`src/rtl/s256_pkg.sv`:
```
// Package with the SHA-256 constants, round functions and the control/status types.
`default_nettype none
package s256_pkg;

  localparam logic [31:0] ROUND_K [64] = '{
    32'h428a2f98, 32'h71374491, 32'hb5c0fbcf, 32'he9b5dba5,
    32'h3956c25b, 32'h59f111f1, 32'h923f82a4, 32'hab1c5ed5,
    32'hd807aa98, 32'h12835b01, 32'h243185be, 32'h550c7dc3,
    32'h72be5d74, 32'h80deb1fe, 32'h9bdc06a7, 32'hc19bf174,
    32'he49b69c1, 32'hefbe4786, 32'h0fc19dc6, 32'h240ca1cc,
    32'h2de92c6f, 32'h4a7484aa, 32'h5cb0a9dc, 32'h76f988da,
    32'h983e5152, 32'ha831c66d, 32'hb00327c8, 32'hbf597fc7,
    32'hc6e00bf3, 32'hd5a79147, 32'h06ca6351, 32'h14292967,
    32'h27b70a85, 32'h2e1b2138, 32'h4d2c6dfc, 32'h53380d13,
    32'h650a7354, 32'h766a0abb, 32'h81c2c92e, 32'h92722c85,
    32'ha2bfe8a1, 32'ha81a664b, 32'hc24b8b70, 32'hc76c51a3,
    32'hd192e819, 32'hd6990624, 32'hf40e3585, 32'h106aa070,
    32'h19a4c116, 32'h1e376c08, 32'h2748774c, 32'h34b0bcb5,
    32'h391c0cb3, 32'h4ed8aa4a, 32'h5b9cca4f, 32'h682e6ff3,
    32'h748f82ee, 32'h78a5636f, 32'h84c87814, 32'h8cc70208,
    32'h90befffa, 32'ha4506ceb, 32'hbef9a3f7, 32'hc67178f2
  };

  localparam logic [31:0] INIT_HASH [8] = '{
    32'h6a09e667, 32'hbb67ae85, 32'h3c6ef372, 32'ha54ff53a,
    32'h510e527f, 32'h9b05688c, 32'h1f83d9ab, 32'h5be0cd19
  };

  localparam logic [7:0]  PAD_BYTE     = 8'h80;
  localparam logic [31:0] PAD_WORD     = 32'h80000000;
  localparam logic [31:0] DBL_BITS     = 32'd256;
  localparam logic [5:0]  LAST_FILL    = 6'd63;
  localparam logic [5:0]  LEN_FILL     = 6'd56;
  localparam logic [5:0]  LAST_ROUND   = 6'd63;
  localparam logic [2:0]  MAX_BYTES    = 3'd4;
  localparam logic [2:0]  LAST_INDEX   = 3'd7;

  // Commands from the controller to the datapath.
  typedef struct packed {
    logic       latch;      // capture the input word
    logic       put_data;   // append one byte of the captured word
    logic [1:0] byte_sel;
    logic       put_pad80;  // append the 0x80 pad byte
    logic       put_zero;   // append a zero pad byte
    logic       put_len;    // write the bit length into words 14 and 15
    logic       load_work;  // load the working variables from the chaining value
    logic       round;      // run one compression round
    logic [5:0] rnd;
    logic       fold;       // add the working variables into the chaining value
    logic       dbl;        // set up the second hash over the first digest
    logic       clear;      // return to the start of a new message
    logic [2:0] out_sel;
  } cmd_t;

  typedef struct packed {
    logic [5:0] fill;
  } status_t;

  function automatic logic [31:0] rotr(input logic [31:0] x, input int n);
    rotr = (x >> n) | (x << (32 - n));
  endfunction

  function automatic logic [31:0] big_s0(input logic [31:0] x);
    big_s0 = rotr(x, 2) ^ rotr(x, 13) ^ rotr(x, 22);
  endfunction

  function automatic logic [31:0] big_s1(input logic [31:0] x);
    big_s1 = rotr(x, 6) ^ rotr(x, 11) ^ rotr(x, 25);
  endfunction

  function automatic logic [31:0] small_s0(input logic [31:0] x);
    small_s0 = rotr(x, 7) ^ rotr(x, 18) ^ (x >> 3);
  endfunction

  function automatic logic [31:0] small_s1(input logic [31:0] x);
    small_s1 = rotr(x, 17) ^ rotr(x, 19) ^ (x >> 10);
  endfunction

endpackage
`default_nettype wire

```
`src/rtl/s256_if.sv`:
```
// Interfaces for the message word channel and the digest word channel.
`default_nettype none
interface s256_in_if;
  logic        valid;
  logic        ready;
  logic [31:0] data_word;
  logic [2:0]  valid_bytes;
  logic        end_of_message;
  modport source(output valid, data_word, valid_bytes, end_of_message, input ready);
  modport sink(input valid, data_word, valid_bytes, end_of_message, output ready);
endinterface

interface s256_out_if;
  logic        valid;
  logic        ready;
  logic [31:0] digest_word;
  logic [2:0]  word_index;
  logic        last_word;
  modport source(output valid, digest_word, word_index, last_word, input ready);
  modport sink(input valid, digest_word, word_index, last_word, output ready);
endinterface
`default_nettype wire

```
`src/rtl/s256_ctrl.sv`:
```
// Controller state machine: byte packing, padding, round sequencing and digest output.
`default_nettype none
module s256_ctrl
  import s256_pkg::*;
(
  input  wire logic       clk,
  input  wire logic       rst,
  input  wire logic       in_valid,
  output logic            in_ready,
  input  wire logic [2:0] valid_bytes,
  input  wire logic       end_of_message,
  output logic            out_valid,
  input  wire logic       out_ready,
  output logic [2:0]      word_index,
  output logic            last_word,
  input  wire logic       double_hash,
  input  wire status_t    status,
  output cmd_t            cmd
);

  typedef enum logic [6:0] {
    ST_IDLE  = 7'b0000001,
    ST_BYTES = 7'b0000010,
    ST_PAD   = 7'b0000100,
    ST_RND   = 7'b0001000,
    ST_FOLD  = 7'b0010000,
    ST_DBL   = 7'b0100000,
    ST_DOUT  = 7'b1000000
  } state_t;

  state_t     state, state_next;
  logic [2:0] nbytes, nbytes_next;
  logic [2:0] bidx, bidx_next;
  logic       last, last_next;
  logic       pad_done, pad_done_next;
  logic       ret_pad, ret_pad_next;
  logic       final_blk, final_blk_next;
  logic       second, second_next;
  logic [5:0] rnd, rnd_next;
  logic [2:0] oidx, oidx_next;

  assign in_ready   = (state == ST_IDLE);
  assign out_valid  = (state == ST_DOUT);
  assign word_index = oidx;
  assign last_word  = (oidx == LAST_INDEX);

  always_comb begin
    state_next     = state;
    nbytes_next    = nbytes;
    bidx_next      = bidx;
    last_next      = last;
    pad_done_next  = pad_done;
    ret_pad_next   = ret_pad;
    final_blk_next = final_blk;
    second_next    = second;
    rnd_next       = rnd;
    oidx_next      = oidx;
    cmd            = '0;
    cmd.byte_sel   = bidx[1:0];
    cmd.rnd        = rnd;
    cmd.out_sel    = oidx;
    unique case (state)
      ST_IDLE: begin
        if (in_valid) begin
          cmd.latch      = 1'b1;
          nbytes_next    = (valid_bytes > MAX_BYTES) ? MAX_BYTES : valid_bytes;
          bidx_next      = '0;
          last_next      = end_of_message;
          pad_done_next  = 1'b0;
          final_blk_next = 1'b0;
          second_next    = 1'b0;
          state_next     = ST_BYTES;
        end
      end
      ST_BYTES: begin
        if (bidx < nbytes) begin
          cmd.put_data = 1'b1;
          bidx_next    = bidx + 3'd1;
          if (status.fill == LAST_FILL) begin
            cmd.load_work = 1'b1;
            ret_pad_next  = 1'b0;
            rnd_next      = '0;
            state_next    = ST_RND;
          end
        end else if (last) begin
          state_next = ST_PAD;
        end else begin
          state_next = ST_IDLE;
        end
      end
      ST_PAD: begin
        if (pad_done && status.fill == LEN_FILL) begin
          cmd.put_len    = 1'b1;
          cmd.load_work  = 1'b1;
          final_blk_next = 1'b1;
          rnd_next       = '0;
          state_next     = ST_RND;
        end else begin
          cmd.put_pad80 = !pad_done;
          cmd.put_zero  = pad_done;
          pad_done_next = 1'b1;
          if (status.fill == LAST_FILL) begin
            cmd.load_work = 1'b1;
            ret_pad_next  = 1'b1;
            rnd_next      = '0;
            state_next    = ST_RND;
          end
        end
      end
      ST_RND: begin
        cmd.round = 1'b1;
        rnd_next  = rnd + 6'd1;
        if (rnd == LAST_ROUND) begin
          state_next = ST_FOLD;
        end
      end
      ST_FOLD: begin
        cmd.fold = 1'b1;
        if (!final_blk) begin
          state_next = ret_pad ? ST_PAD : ST_BYTES;
        end else if (double_hash && !second) begin
          state_next = ST_DBL;
        end else begin
          oidx_next  = '0;
          state_next = ST_DOUT;
        end
      end
      ST_DBL: begin
        cmd.dbl     = 1'b1;
        second_next = 1'b1;
        rnd_next    = '0;
        state_next  = ST_RND;
      end
      ST_DOUT: begin
        if (out_ready) begin
          oidx_next = oidx + 3'd1;
          if (oidx == LAST_INDEX) begin
            cmd.clear  = 1'b1;
            state_next = ST_IDLE;
          end
        end
      end
      default: state_next = ST_IDLE;
    endcase
  end

  always_ff @(posedge clk) begin
    if (rst) begin
      state     <= ST_IDLE;
      nbytes    <= '0;
      bidx      <= '0;
      last      <= 1'b0;
      pad_done  <= 1'b0;
      ret_pad   <= 1'b0;
      final_blk <= 1'b0;
      second    <= 1'b0;
      rnd       <= '0;
      oidx      <= '0;
    end else begin
      state     <= state_next;
      nbytes    <= nbytes_next;
      bidx      <= bidx_next;
      last      <= last_next;
      pad_done  <= pad_done_next;
      ret_pad   <= ret_pad_next;
      final_blk <= final_blk_next;
      second    <= second_next;
      rnd       <= rnd_next;
      oidx      <= oidx_next;
    end
  end

endmodule
`default_nettype wire

```
`src/rtl/s256_datapath.sv`:
```
// Datapath: block buffer and message schedule window, chaining value, round logic, counters.
`default_nettype none
module s256_datapath
  import s256_pkg::*;
(
  input  wire logic        clk,
  input  wire logic        rst,
  input  wire cmd_t        cmd,
  input  wire logic [31:0] data_word,
  output status_t          status,
  output logic [31:0]      digest_word
);

  logic [31:0] word_q;
  logic [31:0] blk [16];
  logic [31:0] chain [8];
  logic [31:0] wk [8];
  logic [63:0] msg;
  logic [5:0]  fill;

  logic [7:0]  put_byte;
  logic        put_any;
  logic [3:0]  widx;
  logic [4:0]  sh;
  logic [31:0] t1, t2, ch, maj, new_w;
  logic [63:0] bit_len;

  assign status.fill = fill;
  assign digest_word = chain[cmd.out_sel];
  assign put_any     = cmd.put_data | cmd.put_pad80 | cmd.put_zero;
  assign widx        = fill[5:2];
  assign sh          = {~fill[1:0], 3'b000};
  assign bit_len     = {msg[60:0], 3'b000};

  always_comb begin
    case (cmd.byte_sel)
      2'd0:    put_byte = word_q[31:24];
      2'd1:    put_byte = word_q[23:16];
      2'd2:    put_byte = word_q[15:8];
      default: put_byte = word_q[7:0];
    endcase
    if (cmd.put_pad80) begin
      put_byte = PAD_BYTE;
    end else if (cmd.put_zero) begin
      put_byte = '0;
    end
  end

  always_comb begin
    ch    = (wk[4] & wk[5]) ^ (~wk[4] & wk[6]);
    maj   = (wk[0] & wk[1]) ^ (wk[0] & wk[2]) ^ (wk[1] & wk[2]);
    t1    = wk[7] + big_s1(wk[4]) + ch + ROUND_K[cmd.rnd] + blk[0];
    t2    = big_s0(wk[0]) + maj;
    new_w = blk[0] + small_s0(blk[1]) + blk[9] + small_s1(blk[14]);
  end

  always_ff @(posedge clk) begin
    if (cmd.latch) begin
      word_q <= data_word;
    end
    if (put_any) begin
      if (fill[1:0] == 2'd0) begin
        blk[widx] <= {put_byte, 24'h0};
      end else begin
        blk[widx] <= blk[widx] | ({24'h0, put_byte} << sh);
      end
    end else if (cmd.put_len) begin
      blk[14] <= bit_len[63:32];
      blk[15] <= bit_len[31:0];
    end else if (cmd.round) begin
      for (int i = 0; i < 15; i++) begin
        blk[i] <= blk[i + 1];
      end
      blk[15] <= new_w;
    end else if (cmd.dbl) begin
      for (int i = 0; i < 8; i++) begin
        blk[i] <= chain[i];
      end
      blk[8] <= PAD_WORD;
      for (int i = 9; i < 15; i++) begin
        blk[i] <= '0;
      end
      blk[15] <= DBL_BITS;
    end
    if (cmd.load_work) begin
      for (int i = 0; i < 8; i++) begin
        wk[i] <= chain[i];
      end
    end else if (cmd.dbl) begin
      for (int i = 0; i < 8; i++) begin
        wk[i] <= INIT_HASH[i];
      end
    end else if (cmd.round) begin
      wk[0] <= t1 + t2;
      wk[1] <= wk[0];
      wk[2] <= wk[1];
      wk[3] <= wk[2];
      wk[4] <= wk[3] + t1;
      wk[5] <= wk[4];
      wk[6] <= wk[5];
      wk[7] <= wk[6];
    end
  end

  always_ff @(posedge clk) begin
    if (rst) begin
      for (int i = 0; i < 8; i++) begin
        chain[i] <= INIT_HASH[i];
      end
      msg  <= '0;
      fill <= '0;
    end else begin
      if (cmd.clear || cmd.dbl) begin
        for (int i = 0; i < 8; i++) begin
          chain[i] <= INIT_HASH[i];
        end
      end else if (cmd.fold) begin
        for (int i = 0; i < 8; i++) begin
          chain[i] <= chain[i] + wk[i];
        end
      end
      if (cmd.clear) begin
        msg <= '0;
      end else if (cmd.put_data) begin
        msg <= msg + 64'd1;
      end
      if (cmd.clear || cmd.put_len) begin
        fill <= '0;
      end else if (put_any) begin
        fill <= fill + 6'd1;
      end
    end
  end

endmodule
`default_nettype wire

```
`src/rtl/sha256_hash_engine.sv`:
```
// Top level of the SHA-256 hash engine: controller, datapath and the mode register.
//
//   Channel  Direction  Payload                                   Handshake
//   in_ch    sink       data_word, valid_bytes, end_of_message    valid/ready
//   out_ch   source     digest_word, word_index, last_word        valid/ready
//   cfg      write      cfg_data (double_hash)                    cfg_write
//
// A message word is accepted and its valid bytes are appended to the block in
// order; the controller then returns to idle or starts the padding. Each full
// 64-byte block takes 64 rounds and one fold, all on the single round unit. The
// final transaction adds the padding bytes one per cycle while no compression
// runs, one compression for the closing block (two when the padding spills into
// a block of its own), in double mode a setup step and one more compression,
// and then eight digest transactions. Reset is synchronous and restores the
// initial hash values with empty counters. A stalled output holds the engine in
// its digest phase; no new word is accepted until the eighth digest word is taken.
`default_nettype none
module sha256_hash_engine
  import s256_pkg::*;
(
  input  wire logic  clk,
  input  wire logic  rst,
  s256_in_if.sink    in_ch,
  s256_out_if.source out_ch,
  input  wire logic  cfg_write,
  input  wire logic  cfg_data
);

  cmd_t    cmd;
  status_t status;
  logic    double_hash;

  // The user must only write the mode register while the engine is idle; the block itself does not enforce it.
  always_ff @(posedge clk) begin
    if (rst) begin
      double_hash <= 1'b0;
    end else if (cfg_write) begin
      double_hash <= cfg_data;
    end
  end

  s256_ctrl u_ctrl (
    .clk            (clk),
    .rst            (rst),
    .in_valid       (in_ch.valid),
    .in_ready       (in_ch.ready),
    .valid_bytes    (in_ch.valid_bytes),
    .end_of_message (in_ch.end_of_message),
    .out_valid      (out_ch.valid),
    .out_ready      (out_ch.ready),
    .word_index     (out_ch.word_index),
    .last_word      (out_ch.last_word),
    .double_hash    (double_hash),
    .status         (status),
    .cmd            (cmd)
  );

  s256_datapath u_datapath (
    .clk         (clk),
    .rst         (rst),
    .cmd         (cmd),
    .data_word   (in_ch.data_word),
    .status      (status),
    .digest_word (out_ch.digest_word)
  );

endmodule
`default_nettype wire

```
`src/flat_wrapper.sv`:
```
// flat-port wrapper written by rule: the top's interface ports become plain ports
module sha256_hash_engine_flat import s256_pkg::*;
  (clk, rst, cfg_write, cfg_data, in_ch_valid, in_ch_data_word, in_ch_valid_bytes, in_ch_end_of_message, in_ch_ready, out_ch_valid, out_ch_digest_word, out_ch_word_index, out_ch_last_word, out_ch_ready);
  s256_in_if in_ch_i ();
  s256_out_if out_ch_i ();
  input  wire logic clk;
  input  wire logic rst;
  input  wire logic cfg_write;
  input  wire logic cfg_data;
  input wire logic [$bits(in_ch_i.valid)-1:0] in_ch_valid;
  input wire logic [$bits(in_ch_i.data_word)-1:0] in_ch_data_word;
  input wire logic [$bits(in_ch_i.valid_bytes)-1:0] in_ch_valid_bytes;
  input wire logic [$bits(in_ch_i.end_of_message)-1:0] in_ch_end_of_message;
  output wire logic [$bits(in_ch_i.ready)-1:0] in_ch_ready;
  output wire logic [$bits(out_ch_i.valid)-1:0] out_ch_valid;
  output wire logic [$bits(out_ch_i.digest_word)-1:0] out_ch_digest_word;
  output wire logic [$bits(out_ch_i.word_index)-1:0] out_ch_word_index;
  output wire logic [$bits(out_ch_i.last_word)-1:0] out_ch_last_word;
  input wire logic [$bits(out_ch_i.ready)-1:0] out_ch_ready;
  assign in_ch_i.valid = in_ch_valid;
  assign in_ch_i.data_word = in_ch_data_word;
  assign in_ch_i.valid_bytes = in_ch_valid_bytes;
  assign in_ch_i.end_of_message = in_ch_end_of_message;
  assign in_ch_ready = in_ch_i.ready;
  assign out_ch_valid = out_ch_i.valid;
  assign out_ch_digest_word = out_ch_i.digest_word;
  assign out_ch_word_index = out_ch_i.word_index;
  assign out_ch_last_word = out_ch_i.last_word;
  assign out_ch_i.ready = out_ch_ready;
  sha256_hash_engine u_core (.clk(clk), .rst(rst), .in_ch(in_ch_i), .out_ch(out_ch_i), .cfg_write(cfg_write), .cfg_data(cfg_data));
endmodule
```
`config.mk`:
```
export PLATFORM = sky130hd
export DESIGN_NAME = sha256_hash_engine_flat
export DESIGN_NICKNAME = d
export VERILOG_FILES = /design/src/rtl/s256_pkg.sv /design/src/rtl/s256_if.sv /design/src/rtl/s256_ctrl.sv /design/src/rtl/s256_datapath.sv /design/src/rtl/sha256_hash_engine.sv /design/src/flat_wrapper.sv
export SDC_FILE = /design/constraint.sdc
export NUM_CORES = 2
export LEC_CHECK = 0
export ABC_CLOCK_PERIOD_IN_PS = 26000
export CORE_UTILIZATION = 45
export CTS_CLUSTER_SIZE = 12
export DETAILED_ROUTE_END_ITERATION = 16
export DONT_BUFFER_PORTS = 1
export HOLD_SLACK_MARGIN = 0.08
export PLACE_DENSITY = 0.72
export SYNTH_ARGS = -nofsm -noshare
export SYNTH_HDL_FRONTEND = slang
export SYNTH_SLANG_ARGS = --single-unit
```
`constraint.sdc`:
```
create_clock -name clk -period 26 [get_ports clk]
set_input_delay 5.2 -clock clk [delete_from_list [all_inputs] [get_ports clk]]
set_output_delay 5.2 -clock clk [all_outputs]
set_load 0.01 [all_outputs]
```
==> run_results.csv <==
group,metric,value,unit
die,dieArea,177000,µm²
clock_network,cts_buffers,134,
logic_synthesis,synth.area.mux_share,7.68,%
clock_network,clkSlewWorstSetupHoldPaths,0.06,ns
global_route,first_global_vias,61240,
global_route,grt_max_degree,190,
sta,finalSetupViolations,0,
logic_synthesis,synth-adder-area-share,11.4,%
cells_and_area,drive_gt1_share,10.6,%
worst_setup_path,critPathSlowestCell,"ha_1",
run_status,violations,"capacitance limit, slew limit",
logic_synthesis,ys_seq_area_share,42.0,%
logic_synthesis,ys_warn_count,0,
worst_setup_path,path_depth,37,
detailed_routing,drtIter0Drc,9803,
global_route,use_met1,43.4,%
placement,place.gp.congestion,1.06,
logic_synthesis,synth_edf_count,992,
global_route,met3_usage,13.0,%
logic_synthesis,synth_top_family_by_area,"compound AO/OA/AOI/OAI gates",
logic_synthesis,syn-cell-area,78800,µm²
sta,skew,0.0377,ns
global_route,antenna_found_initial,29,
logic_synthesis,postSynth.asyncResetShare,0,%
detailed_routing,drc,0,
detailed_routing,routed_wl,320,mm
worst_setup_path,rr_worst_depth,37,
flow_run,cap_violations,1,
worst_setup_path,cpMostUsedCell,"a21oi_1",
global_route,track_usage,35.8,%
clock_network,max-clock-path-buffers,3,
cells_and_area,syn2layout_area_growth,9.37,%
detailed_routing,ant_nets,0,
pwr,p_per_area,50.0,nW/µm²
worst_setup_path,critPathBufInv,5,
logic_synthesis,yosys.area_share.simple,8.70,%
logic_synthesis,synth-compound-area-share,19.5,%
detailed_routing,wl_per_cell,33.8,µm
logic_synthesis,synth_seq_cells,1158,
placement,dp_hpwl,239,mm
clock_network,cts_hold_buf,0,
sta,tns,0,ns
clock_network,cts-root-buf,"clkbuf_16",
logic_synthesis,yosysTopAreaCell,"edfxtp_1",
detailed_routing,vias,64600,
clock_network,post-cts-setup-buffer-count,0,
global_route,gr-total-overflow,0,
sta,worstMarginPinSlew,1.59,ns
run_status,status,"finished with violations",
die,row_count,153,
worst_setup_path,required,26.66,ns
cells_and_area,final_cell_area,86200,µm²
logic_synthesis,synth_fp_nets,7767,
placement,place_area,81900,µm²
worst_setup_path,start_kind,"flop",
die,start_util,45.3,%
worst_setup_path,critical_path_class,"flop to flop",
worst_setup_path,critPathTopFamily,"compound AO/OA/AOI/OAI gates",
pwr,p_leak,32.8,nW
worst_setup_path,cp.arrival,11.75,ns
sta,maxSlewHeadroom,-7.22,%
global_route,met2_usage,53.3,%
sta,fmax,90.2,MHz
clock_network,cts.sinks,1158,
clock_network,cts_htree_levels,4,
min_path,hp-class,"flop to flop",
sta,fin_crit,11.09,ns
placement,port_buffers,0,
placement,dp_worst_setup_slack,15.25,ns
die,pin_count,80,
pwr,peakVddDrop,0.0590,mV
sta,report.final.slew_viol_count,2,
logic_synthesis,ys.flop_type,"edfxtp_1",
detailed_routing,via_per_inst,6.82,
sta,fin_crit_sh,42.6,%
worst_setup_path,slowest_delay,0.92,ns
global_route,grt-busiest-layer,"met2",
logic_synthesis,synth.avg_cell_area,11.1,µm²
detailed_routing,firstDrtPassIters,9,
worst_setup_path,cp-end-kind,"flop",
global_route,grt_pass1_wl,451,mm
die,fp.coreArea,174000,µm²
sta,fin_ws,14.91,ns
logic_synthesis,synth.top_cell.area_share,37.8,%
die,die_w,420,µm
worst_setup_path,worstPathMaxFanout,28,
logic_synthesis,synth_xor_area_share,6.93,%
clock_network,post_cts_resized,0,
cells_and_area,nNetsFinal,7666,
min_path,hold_depth,2,
logic_synthesis,netlist_instances,7128,
logic_synthesis,ys_top_cells_by_area,"edfxtp_1, mux4_2, ha_1, fa_1, xnor2_1",
sta,hold_violations,0,
clock_network,cts_tree,"yes",
clock_network,clkLatencyLatePin,0.82,ns
sta,rsz0062_at_grt,"false",
die,die_y,420,µm
logic_synthesis,ys_types,94,
## power breakdown
part | switching, mW | total (mW) | internal [mW]
Clock | 0.826 | 1.89 | 1.07
Combinational | 0.222 | 0.365 | 0.143
Sequential | 0.0283 | 2.05 | 2.02
Total | 1.08 | 4.31 | 3.24
## cell families after synthesis
kind of cell	after synthesis
AOI/OAI and AO/OA	2155
and+or+nand+nor	1490
DFF	1158
buffers and inverters	795
xor gates and xnor gates	622
adders and majority gates	600
muxes	308
## final timing paths
path | from | slack [ns] | to
setup / recovery | u_core.u_ctrl.rnd[0] | 14.91 | u_core.u_datapath.wk[0][31]
setup reg to reg | u_core.u_ctrl.rnd[0] | 14.91 | u_core.u_datapath.wk[0][31]
hold reg to reg | u_core.u_ctrl.nbytes[2] | 0.47 | u_core.u_ctrl.nbytes[2]
hold / removal | u_core.u_ctrl.nbytes[2] | 0.47 | u_core.u_ctrl.nbytes[2]
## cell usage in the layout, fill, tap and decap left out, types with 104 or more instances in the layout
cell	netlist	routed
nand3_1	107	107
xnor2_1	393	393
xor2_1	228	228
o22a_1	104	104
clkbuf_16	0	139
o21ai_0	341	330
mux4_2	232	232
nor2_1	459	455
buf_4	3	204
nand2_1	470	464
ha_1	402	402
dfxtp_1	166	157
a221o_1	287	287
edfxtp_1	992	992
fa_1	195	195
inv_1	347	345
a21o_1	384	384
a21oi_1	461	461
## registers in the layout, indices dropped and copies added (netlist names), 6 cells and up, named ones only
signal and cells:
u_core.u_ctrl.rnd 6, u_core.u_datapath.status 6, u_core.u_datapath.wk 256, u_core.u_datapath.blk 512
u_core.u_datapath.msg 61, u_core.u_datapath.word_q 32, u_core.u_ctrl.state 7, u_core.u_datapath.chain 256
## metrics by stage
stage | total power, mW | hold WS [ns] | std cells | util (%)
after floorplan | 2.34 | 0.432 | 7128 | -
after global placement | 2.44 | 0.441 | 9216 | 47.1
after detailed placement | 2.44 | 0.464 | 9216 | 47.1
after CTS | 4.30 | 0.474 | 9460 | 49.6
after global routing | 4.41 | 0.477 | 9460 | 49.6
final | 4.31 | 0.469 | 9467 | 49.6
## metal layers
layer	wire length, µm	part of all wire, %	vias up
met2	138000	43	4754
met5	213	0.066	-
li1	-	-	26799
met3	47000	15	1001
met1	110000	34	32016
met4	25700	8.0	30
## worst reg2reg max path, delay by kind of cell, from the launching register on
| family | cells | cell delay (ns) |
|---|---|---|
| XOR/XNOR | 2 | 0.36 |
| AND/OR/NAND/NOR | 8 | 1.77 |
| buffers and inverters | 5 | 0.97 |
| AO/OA/AOI/OAI | 15 | 3.87 |
| flip-flops | 1 | 0.31 |
| adder cells (fa/ha/maj) | 7 | 3.69 |
## area by class of cell
| class | count | area [µm²] |
|---|---|---|
| fill | 15423 | 87700 |
| multi-input combinational | 5175 | 42900 |
| sequential | 1158 | 33100 |
| clock buffer | 185 | 3740 |
| tap | 2325 | 2910 |
| timing repair buffer | 208 | 1610 |
| inverter | 350 | 1320 |
| clock inverter | 59 | 502 |
| antenna | 7 | 17.5 |
## cell usage after synthesis, types with 29 or more instances
cell type  number
xnor2_1       393
nand2_1       470
nor3_1        102
a31oi_1        46
a21o_1        384
or3_1          55
mux4_2        232
ha_1          402
and3_1         50
a21oi_1       461
o21ai_0       341
buf_1          54
xor2_1        228
o22a_1        104
nand3_1       107
fa_1          195
o211ai_1       47
nor2b_1        50
inv_1         347
nor2_1        459
o21a_1         64
a22oi_1        29
nand2b_1       81
edfxtp_1      992
o21bai_1       37
clkbuf_1      380
mux2_2         50
a22o_1         87
a221o_1       287
a311oi_1       31
dfxtp_1       166
No activity file was read; power rests on OpenSTA's default activity.
